<file path="config.mk">
export PLATFORM = sky130hd
export DESIGN_NAME = ctgs_ctrl
export DESIGN_NICKNAME = d
export VERILOG_FILES = /design/src/design/ctgs_pkg.sv /design/src/design/ctgs_ctrl.sv
export SDC_FILE = /design/constraint.sdc
export NUM_CORES = 1
export LEC_CHECK = 0
export BUFFER_PORTS_ARGS = -buffer_cell sky130_fd_sc_hd__buf_2
export CAP_MARGIN = 20
export CORE_MARGIN = 2
export CORE_UTILIZATION = 53
export DETAILED_ROUTE_END_ITERATION = 12
export GPL_TIMING_DRIVEN = 0
export HOLD_SLACK_MARGIN = 0.1
export PLACE_DENSITY_LB_ADDON = 0.3
export RECOVER_POWER = 100
export SLEW_MARGIN = 10
export SYNTH_ARGS = -nofsm -noshare
export SYNTH_HDL_FRONTEND = slang
export SYNTH_SLANG_ARGS = --single-unit
</file>
<file path="constraint.sdc">
create_clock -name clk -period 1.7 [get_ports clk]
set_input_delay 0.085 -clock clk [delete_from_list [all_inputs] [get_ports clk]]
set_output_delay 0.085 -clock clk [all_outputs]
set_load 0.03 [all_outputs]
</file>
<file path="src/design/ctgs_pkg.sv">
// Shared types and constants of the co-simulation time grant scheduler.
`default_nettype none
package ctgs_pkg;
	localparam int unsigned TIME_W = 64;
	localparam logic [TIME_W-1:0] TIME_MAX = {TIME_W{1'b1}};
	localparam logic [TIME_W-1:0] ONE_SECOND_NS = 64'd1000000000;

	// Input action codes.
	localparam logic [2:0] ACT_REGISTER = 3'd0;
	localparam logic [2:0] ACT_REQUEST  = 3'd1;
	localparam logic [2:0] ACT_DEPART   = 3'd2;
	localparam logic [2:0] ACT_PUBLISH  = 3'd3;
	localparam logic [2:0] ACT_DELTA    = 3'd4;

	// Result kind codes.
	localparam logic [1:0] KIND_START  = 2'd0;
	localparam logic [1:0] KIND_GRANT  = 2'd1;
	localparam logic [1:0] KIND_FINISH = 2'd2;
	localparam logic [1:0] KIND_ERROR  = 2'd3;

	// Datapath operations issued by the controller.
	typedef enum logic [3:0] {
		OP_NONE,
		OP_DECODE,    // load the transaction into the datapath registers
		OP_APPLY,     // apply register, publish, delta or report updates
		OP_MIN,       // fold the actionable time of the entry at the cursor
		OP_GRANT,     // grant or prepare fast forward for the entry at the cursor
		OP_DIV_STEP,  // one quotient bit of the fast forward division
		OP_FF_MUL,    // one multiply-accumulate step of the fast forward
		OP_EMIT,      // load a result into the output register
		OP_CUR_NEXT,  // advance the cursor
		OP_CUR_CLR    // clear the cursor
	} dp_op_t;

	typedef enum logic [2:0] {
		DEC_ERROR,
		DEC_SILENT,
		DEC_START,
		DEC_GRANT,
		DEC_FINISH
	} dec_t;

	typedef struct packed {
		dp_op_t     op;
		logic [1:0] kind;
		logic       last;
	} dp_cmd_t;

	typedef struct packed {
		dec_t verdict;   // what the decoded transaction calls for
		logic cur_last;  // cursor at the last active entry
		logic grant_hit; // entry at the cursor is granted
		logic ff_need;   // entry at the cursor needs fast forward
		logic div_done;  // division finished
		logic mul_done;  // multiply-accumulate finished
		logic any_grant; // some entry after the cursor will still be granted
		logic out_busy;  // output register holds an untaken result
	} dp_sts_t;
endpackage
`default_nettype wire

</file>
<file path="src/design/ctgs_ctrl.sv">
// Controller state machine of the time grant scheduler.
`default_nettype none
module ctgs_ctrl (
	input  wire  logic              clk,
	input  wire  logic              arst_n,
	input  wire  logic              in_valid,
	output       logic              in_ready,
	output       ctgs_pkg::dp_cmd_t cmd,
	input  wire  ctgs_pkg::dp_sts_t sts
);
	typedef enum logic [3:0] {
		ST_IDLE, ST_DECODE, ST_APPLY, ST_ERR, ST_LIST, ST_MIN, ST_REWIND, ST_GRANT,
		ST_DIV, ST_MUL, ST_GEMIT, ST_NEXT
	} state_t;

	state_t state_q;
	logic [1:0] list_kind_q;
	logic pend_emit_q;

	// Next-step command decode.
	always_comb begin
		cmd.op = ctgs_pkg::OP_NONE;
		cmd.kind = list_kind_q;
		cmd.last = sts.cur_last;
		in_ready = state_q == ST_IDLE;
		case (state_q)
			ST_IDLE:   cmd.op = in_valid ? ctgs_pkg::OP_DECODE : ctgs_pkg::OP_NONE;
			ST_DECODE: cmd.op = ctgs_pkg::OP_APPLY;
			ST_ERR: begin
				cmd.kind = ctgs_pkg::KIND_ERROR;
				cmd.last = 1'b1;
				cmd.op = sts.out_busy ? ctgs_pkg::OP_NONE : ctgs_pkg::OP_EMIT;
			end
			ST_LIST: begin
				cmd.op = sts.out_busy ? ctgs_pkg::OP_NONE : ctgs_pkg::OP_EMIT;
			end
			ST_MIN:    cmd.op = ctgs_pkg::OP_MIN;
			ST_REWIND: cmd.op = ctgs_pkg::OP_CUR_CLR;
			ST_GRANT:  cmd.op = ctgs_pkg::OP_GRANT;
			ST_DIV:    cmd.op = sts.div_done ? ctgs_pkg::OP_NONE : ctgs_pkg::OP_DIV_STEP;
			ST_MUL:    cmd.op = ctgs_pkg::OP_FF_MUL;
			ST_GEMIT: begin
				cmd.kind = ctgs_pkg::KIND_GRANT;
				cmd.last = !sts.any_grant;
				cmd.op = sts.out_busy ? ctgs_pkg::OP_NONE : ctgs_pkg::OP_EMIT;
			end
			ST_NEXT:  cmd.op = ctgs_pkg::OP_CUR_NEXT;
			default:  cmd.op = ctgs_pkg::OP_NONE;
		endcase
	end

	// Sequencer. A grant walks the table once for the minimum, rewinds the
	// cursor, then walks it again to grant or fast forward each entry that calls
	// for it; pend_emit_q tells the second walk from the first.
	always_ff @(posedge clk or negedge arst_n) begin
		if (!arst_n) begin
			state_q <= ST_IDLE;
			list_kind_q <= ctgs_pkg::KIND_START;
			pend_emit_q <= 1'b0;
		end else begin
			case (state_q)
				ST_IDLE: if (in_valid) state_q <= ST_DECODE;
				ST_DECODE: begin
					case (sts.verdict)
						ctgs_pkg::DEC_ERROR: state_q <= ST_ERR;
						ctgs_pkg::DEC_START: begin
							list_kind_q <= ctgs_pkg::KIND_START;
							state_q <= ST_LIST;
						end
						ctgs_pkg::DEC_FINISH: begin
							list_kind_q <= ctgs_pkg::KIND_FINISH;
							state_q <= ST_LIST;
						end
						ctgs_pkg::DEC_GRANT: begin
							list_kind_q <= ctgs_pkg::KIND_GRANT;
							pend_emit_q <= 1'b0;
							state_q <= ST_MIN;
						end
						default: state_q <= ST_IDLE;
					endcase
				end
				ST_ERR: if (!sts.out_busy) state_q <= ST_IDLE;
				ST_LIST: begin
					if (!sts.out_busy) begin
						state_q <= sts.cur_last ? ST_IDLE : ST_NEXT;
						pend_emit_q <= 1'b0;
					end
				end
				ST_MIN: state_q <= sts.cur_last ? ST_REWIND : ST_NEXT;
				ST_REWIND: begin
					pend_emit_q <= 1'b1;
					state_q <= ST_GRANT;
				end
				ST_GRANT: begin
					if (sts.grant_hit) begin
						state_q <= ST_GEMIT;
					end else if (sts.ff_need) begin
						state_q <= ST_DIV;
					end else begin
						state_q <= sts.cur_last ? ST_IDLE : ST_NEXT;
					end
				end
				ST_DIV: if (sts.div_done) state_q <= ST_MUL;
				ST_MUL: if (sts.mul_done) state_q <= sts.cur_last ? ST_IDLE : ST_NEXT;
				ST_GEMIT: if (!sts.out_busy) state_q <= sts.cur_last ? ST_IDLE : ST_NEXT;
				ST_NEXT: begin
					if (list_kind_q != ctgs_pkg::KIND_GRANT) begin
						state_q <= ST_LIST;
					end else if (pend_emit_q) begin
						state_q <= ST_GRANT;
					end else begin
						state_q <= ST_MIN;
					end
				end
				default: state_q <= ST_IDLE;
			endcase
		end
	end
endmodule
`default_nettype wire

</file>
Word-level counts from Yosys, hierarchy flattened
Index checks and enable logic that the tools add are counted.
{"block": "op_classes", "mux": 22, "eq_ne": 21, "n_reduce_logical": 11}
{"operator": "$pmux 4 s10", "count": 1}
{"operator": "$mux 4", "count": 9}
{"operator": "$pmux 4 s9", "count": 1}
{"operator": "$eq 4x3->1 const B", "count": 4}
{"operator": "$eq 4x4->1 const B", "count": 4}
{"operator": "$ne 2x2->1 const B", "count": 7}
{"operator": "$pmux 3 s3", "count": 1}
{"operator": "$eq 3x2->1 const B", "count": 2}
{"operator": "$mux 3", "count": 2}
{"operator": "$pmux 2 s3", "count": 1}
{"operator": "$pmux 3 s2", "count": 1}
{"operator": "$reduce_bool 3->1", "count": 2}
{"operator": "$reduce_and 5->1", "count": 1}
{"operator": "$eq 4x1->1 const B", "count": 1}
{"operator": "$eq 4x2->1 const B", "count": 1}
{"operator": "$logic_not 4->1", "count": 1}
{"operator": "$mux 2", "count": 2}
{"operator": "$reduce_or 2->1", "count": 2}
{"operator": "$eq 3x3->1 const B", "count": 1}
{"operator": "$logic_not 3->1", "count": 1}
{"operator": "$mux 1", "count": 3}
{"operator": "$pmux 1 s3", "count": 1}
{"operator": "$reduce_and 3->1", "count": 1}
{"operator": "$reduce_or 3->1", "count": 1}
{"operator": "3 further kinds", "count": 3}
{"block": "word_totals", "output_inout_bits": 8, "wordCells": 57, "reg_bits": 7}

Logic depth before layout (Yosys ltp)
{"block": "logic_depth", "word_depth": 4, "mapped_depth": 6, "mapped_depth_nobuf": 4}

Worst setup path before layout
No wires, ideal clock.
{"block": "synth_timing", "path_kind": "register to output", "start": "reg state_q[0]", "end": "out in_ready", "path_stages_with_launch": 5, "n_path_buf": 2, "t_arrival_ps": 1659, "slack_ps": -44, "path_cell_list": "dfrtp_1 > buf_2 > buf_2 > or2_2 > nor3_1"}
{"block": "synth_between", "elab_chain_len": 1}
{"element": "from (decl)", "line": "ctgs_ctrl.sv:16", "rtl": "state_t state_q;"}
{"element": "from (signal assigned)", "line": "ctgs_ctrl.sv:85", "rtl": "state_q <= sts.cur_last ? ST_IDLE : ST_NEXT;"}
{"element": "from (signal assigned)", "line": "ctgs_ctrl.sv:89", "rtl": "ST_MIN: state_q <= sts.cur_last ? ST_REWIND : ST_NEXT;"}
{"element": "from (signal assigned)", "line": "ctgs_ctrl.sv:100", "rtl": "state_q <= sts.cur_last ? ST_IDLE : ST_NEXT;"}
{"element": "$logic_not 4->1", "line": "ctgs_ctrl.sv:25", "rtl": "in_ready = state_q == ST_IDLE;"}
{"element": "to (decl)", "line": "ctgs_ctrl.sv:7", "rtl": "output logic in_ready,"}
Every way passes these cells.

==> metrics <==
Worst Reg-to-Reg Cells 5; worst slew pin tran 0.474 ns; crit-path cells buf_6 -> or3b_1 -> a21oi_1 -> a31oi_1 -> o21bai_1 -> buf_4; Placer Congestion 0.913; Overall Power 0.00246 W; sequential area share after synthesis 0.194; Max transition margin 0.682; mux cell area share after synthesis 0.0456; largest family of logic cells by synthesized area simple AND/OR/NAND/NOR gates; initial antenna violation count 0; Die Span X 45.3 µm; crit path DAT 1.74 ns; GRT overflow 0; Crit Path Category reg2out; Die ar. 2050 µm²; final wirelength 3300 µm; Crit Reg-Reg Startpoint state_q[1]$_DFFE_PN0P_; per-cell routed wire length 19.3 µm; clk sinks 7; worst hold path class in2reg; num rows 14; worst hold path depth 3; mapped cell area 905 µm²; max-cap viol count 0; HP Start sts[9]; vias in the first global route 970; Reg clk slew, reported paths 0.06 ns; critical path startpoint category flop; DRC viols 0; Synth Area in Compound Gates 0.304; worst skew pair latency 0.26 ns; crit-path max FO 7; layout cells sized above 1 0.335; post-DP HPWL 1890 µm; dpl cell area 1020 µm²; CP max stage delay 0.43 ns; antenna cells 0; Setup WS post-layout -0.126 ns; Critical Path RT 1.62 ns; Mean Syn Cell Area 7.41 µm²; post-DR vias/cell 6.85; Max Freq 548 MHz; clk buf depth 2; TritonCTS clock tree yes; H-tree depth 1; worst hold slack 0.180 ns; Largest delay share family, worst path flip-flops; Final Non-Filler Cells 171; first-pass GRT wire length 4400 µm; Initial Util 0.580; Async SR Flop Fraction 1.00; GRT Total Usage 0.298; DRT iter0 DRCs 71; root buf cell clkbuf_4; TritonCTS buffer count 3; DRT antenna net count 0; design area 1240 µm²; io pins 21; RR Endpoint list_kind_q[0]$_DFFE_PN0P_; Pre-antenna DRT Iters 5; largest net degree at the start of global routing 11; Placed Cells 157; Setup Total Neg Slack -0.289 ns; prevailing post-synth register cell dfrtp_1; fin crit period 1.83 ns; worst vdd ir 1120 µV; flops & latches, synth 7; endpoints failing hold 0; fin crit share 1.07; post-synthesis xor/xnor area fraction 0.00968; RSZ-0062 raised after global routing true; Die Y 45.3 µm; PortBufs 19; count of unique library cells instantiated by Yosys 46; Crit. End Element output port; final max-slew violation count 0; violated checks setup timing; core area 1560 µm²; Nets 169; area delta synth->final 37.3%; Hold Path Sink list_kind_q[1]$_DFFE_PN0P_; PwrDens 1980 nW/µm²; post-synthesis adder-cell area fraction 0; Final Setup Violations 8; status complete, but fails checks; reg-to-reg slack, setup -0.02 ns; Setup Skew 0.00898 ns; vias 1,172; Post-Synth Simple-Gate Area 0.372; slowest stage cell, crit path dfrtp_2; yosys warns 0; Static Leak 0.545 nW; Buf/Inv on CP 2; Mapped Cells 122; syn nets 135; Post-synth EDFFs 0
routing by layer:
layer | up-vias | part of all wire | global-route usage
li1 | 524 | - | -
met1 | 527 | 0.38 | 0.380
met2 | 97 | 0.47 | 0.491
met3 | 24 | 0.098 | 0.0560
met4 | 0 | 0.053 | 0.124
met5 | - | 0 | 0
logic make-up (layout without fill, tap and decap cells):
logic type	Yosys count	after routing
AND/OR/NAND/NOR	52	52
AO/OA/AOI/OAI	43	43
buffers and inverters	15	48
flip-flops	7	7
multiplexers	4	4
XOR/XNOR	1	1
placed cells by master (no fill, tap or decap), types with 2 or more instances in the layout:
master	n
a22o_1	2
nand3b_1	2
a31oi_1	6
nand2b_1	3
nand2_1	11
o21ai_1	6
o21ai_0	4
inv_1	6
or3b_1	2
nor2b_1	3
buf_2	15
and3b_1	2
o2bb2ai_1	2
a21oi_1	12
o311ai_1	3
nand3_1	2
nor3_1	2
clkbuf_4	5
dfrtp_2	3
buf_4	10
clkbuf_1	2
nand2b_4	2
nor2_1	7
mux2i_1	3
dfrtp_1	4
or3_1	3
dlygate4sd3_1	2
buf_6	6
nor2_4	2
sequential cells by signal, summed over array words and instances, names as in the netlist:
signal / cells
list_kind_q: 2
state_q: 4
pend_emit_q: 1
Yosys cell counts (2+ instances only):
cell       number  area, µm²
or3_1           3       18.8
o2bb2ai_1       2       17.5
o21ai_0         4       20.0
nand2_1        11       41.3
nand2b_1        4       25.0
mux2i_1         3       30.0
nor2_4          2       22.5
o21ai_1         6       30.0
inv_1           6       22.5
and3b_1         2       17.5
o311ai_1        2       17.5
nor2b_1         3       18.8
nand3b_1        2       15.0
clkbuf_1        2       7.51
nor2_1          7       26.3
a31oi_1         6       37.5
a21oi_1        12       60.1
buf_2           6       30.0
nor3_1          3       15.0
or3b_1          2       17.5
a22o_1          2       17.5
dfrtp_1         7        175
nand3_1         2       10.0
how the worst max path moves through the flow:
stage	cells after the start	slack [ns]	to	start
finish	6	-0.13	cmd[3]	state_q[0]$_DFFE_PN0P_
global route	6	-0.17	cmd[3]	state_q[0]$_DFFE_PN0P_
CTS	6	-0.1	cmd[3]	state_q[0]$_DFFE_PN0P_
detailed placement	6	-0.07	cmd[3]	state_q[1]$_DFFE_PN0P_
global placement	6	-0.07	cmd[3]	state_q[1]$_DFFE_PN0P_
floorplan	5	0.05	cmd[3]	state_q[0]$_DFFE_PN0P_
tightest hold or removal path, delay by kind of cell:
family | cells | cell delay [ns]
buffers and inverters | 1 | 0.17
AOI/OAI and AO/OA | 2 | 0.15
metrics by stage:
stage	utilization	setup slack (ns)
CTS	0.726	-0.0971
floorplan	-	0.0541
global placement	0.657	-0.0668
finish	0.797	-0.126
detailed placement	0.657	-0.0740
global route	0.797	-0.171
power by group:
group	switching, W	leakage, nW	internal [W]
Combinational	0.00115	0.446	0.000810
Clock	0.0000723	0.0177	0.0000866
Sequential	0.0000967	0.0818	0.000245
cell type report:
| cell class | count | area [µm²] |
|---|---|---|
| timing repair buffer | 29 | 198 |
| clock buffer | 3 | 22.5 |
| tap | 16 | 20.0 |
| clock inverter | 1 | 5.00 |
| fill | 113 | 317 |
| buffer | 9 | 77.6 |
| sequential | 7 | 179 |
| multi-input combinational | 100 | 718 |
| inverter | 6 | 22.5 |
repair_timing:
action	in CTS	in global routing
pin swaps	5	5
buffers inserted	3	5
resized for setup	13	23
endpoints found under the hold margin	8	0
hold buffers	2	0
endpoints found under the setup margin	7	11
(Power assumes the default switching activity.)
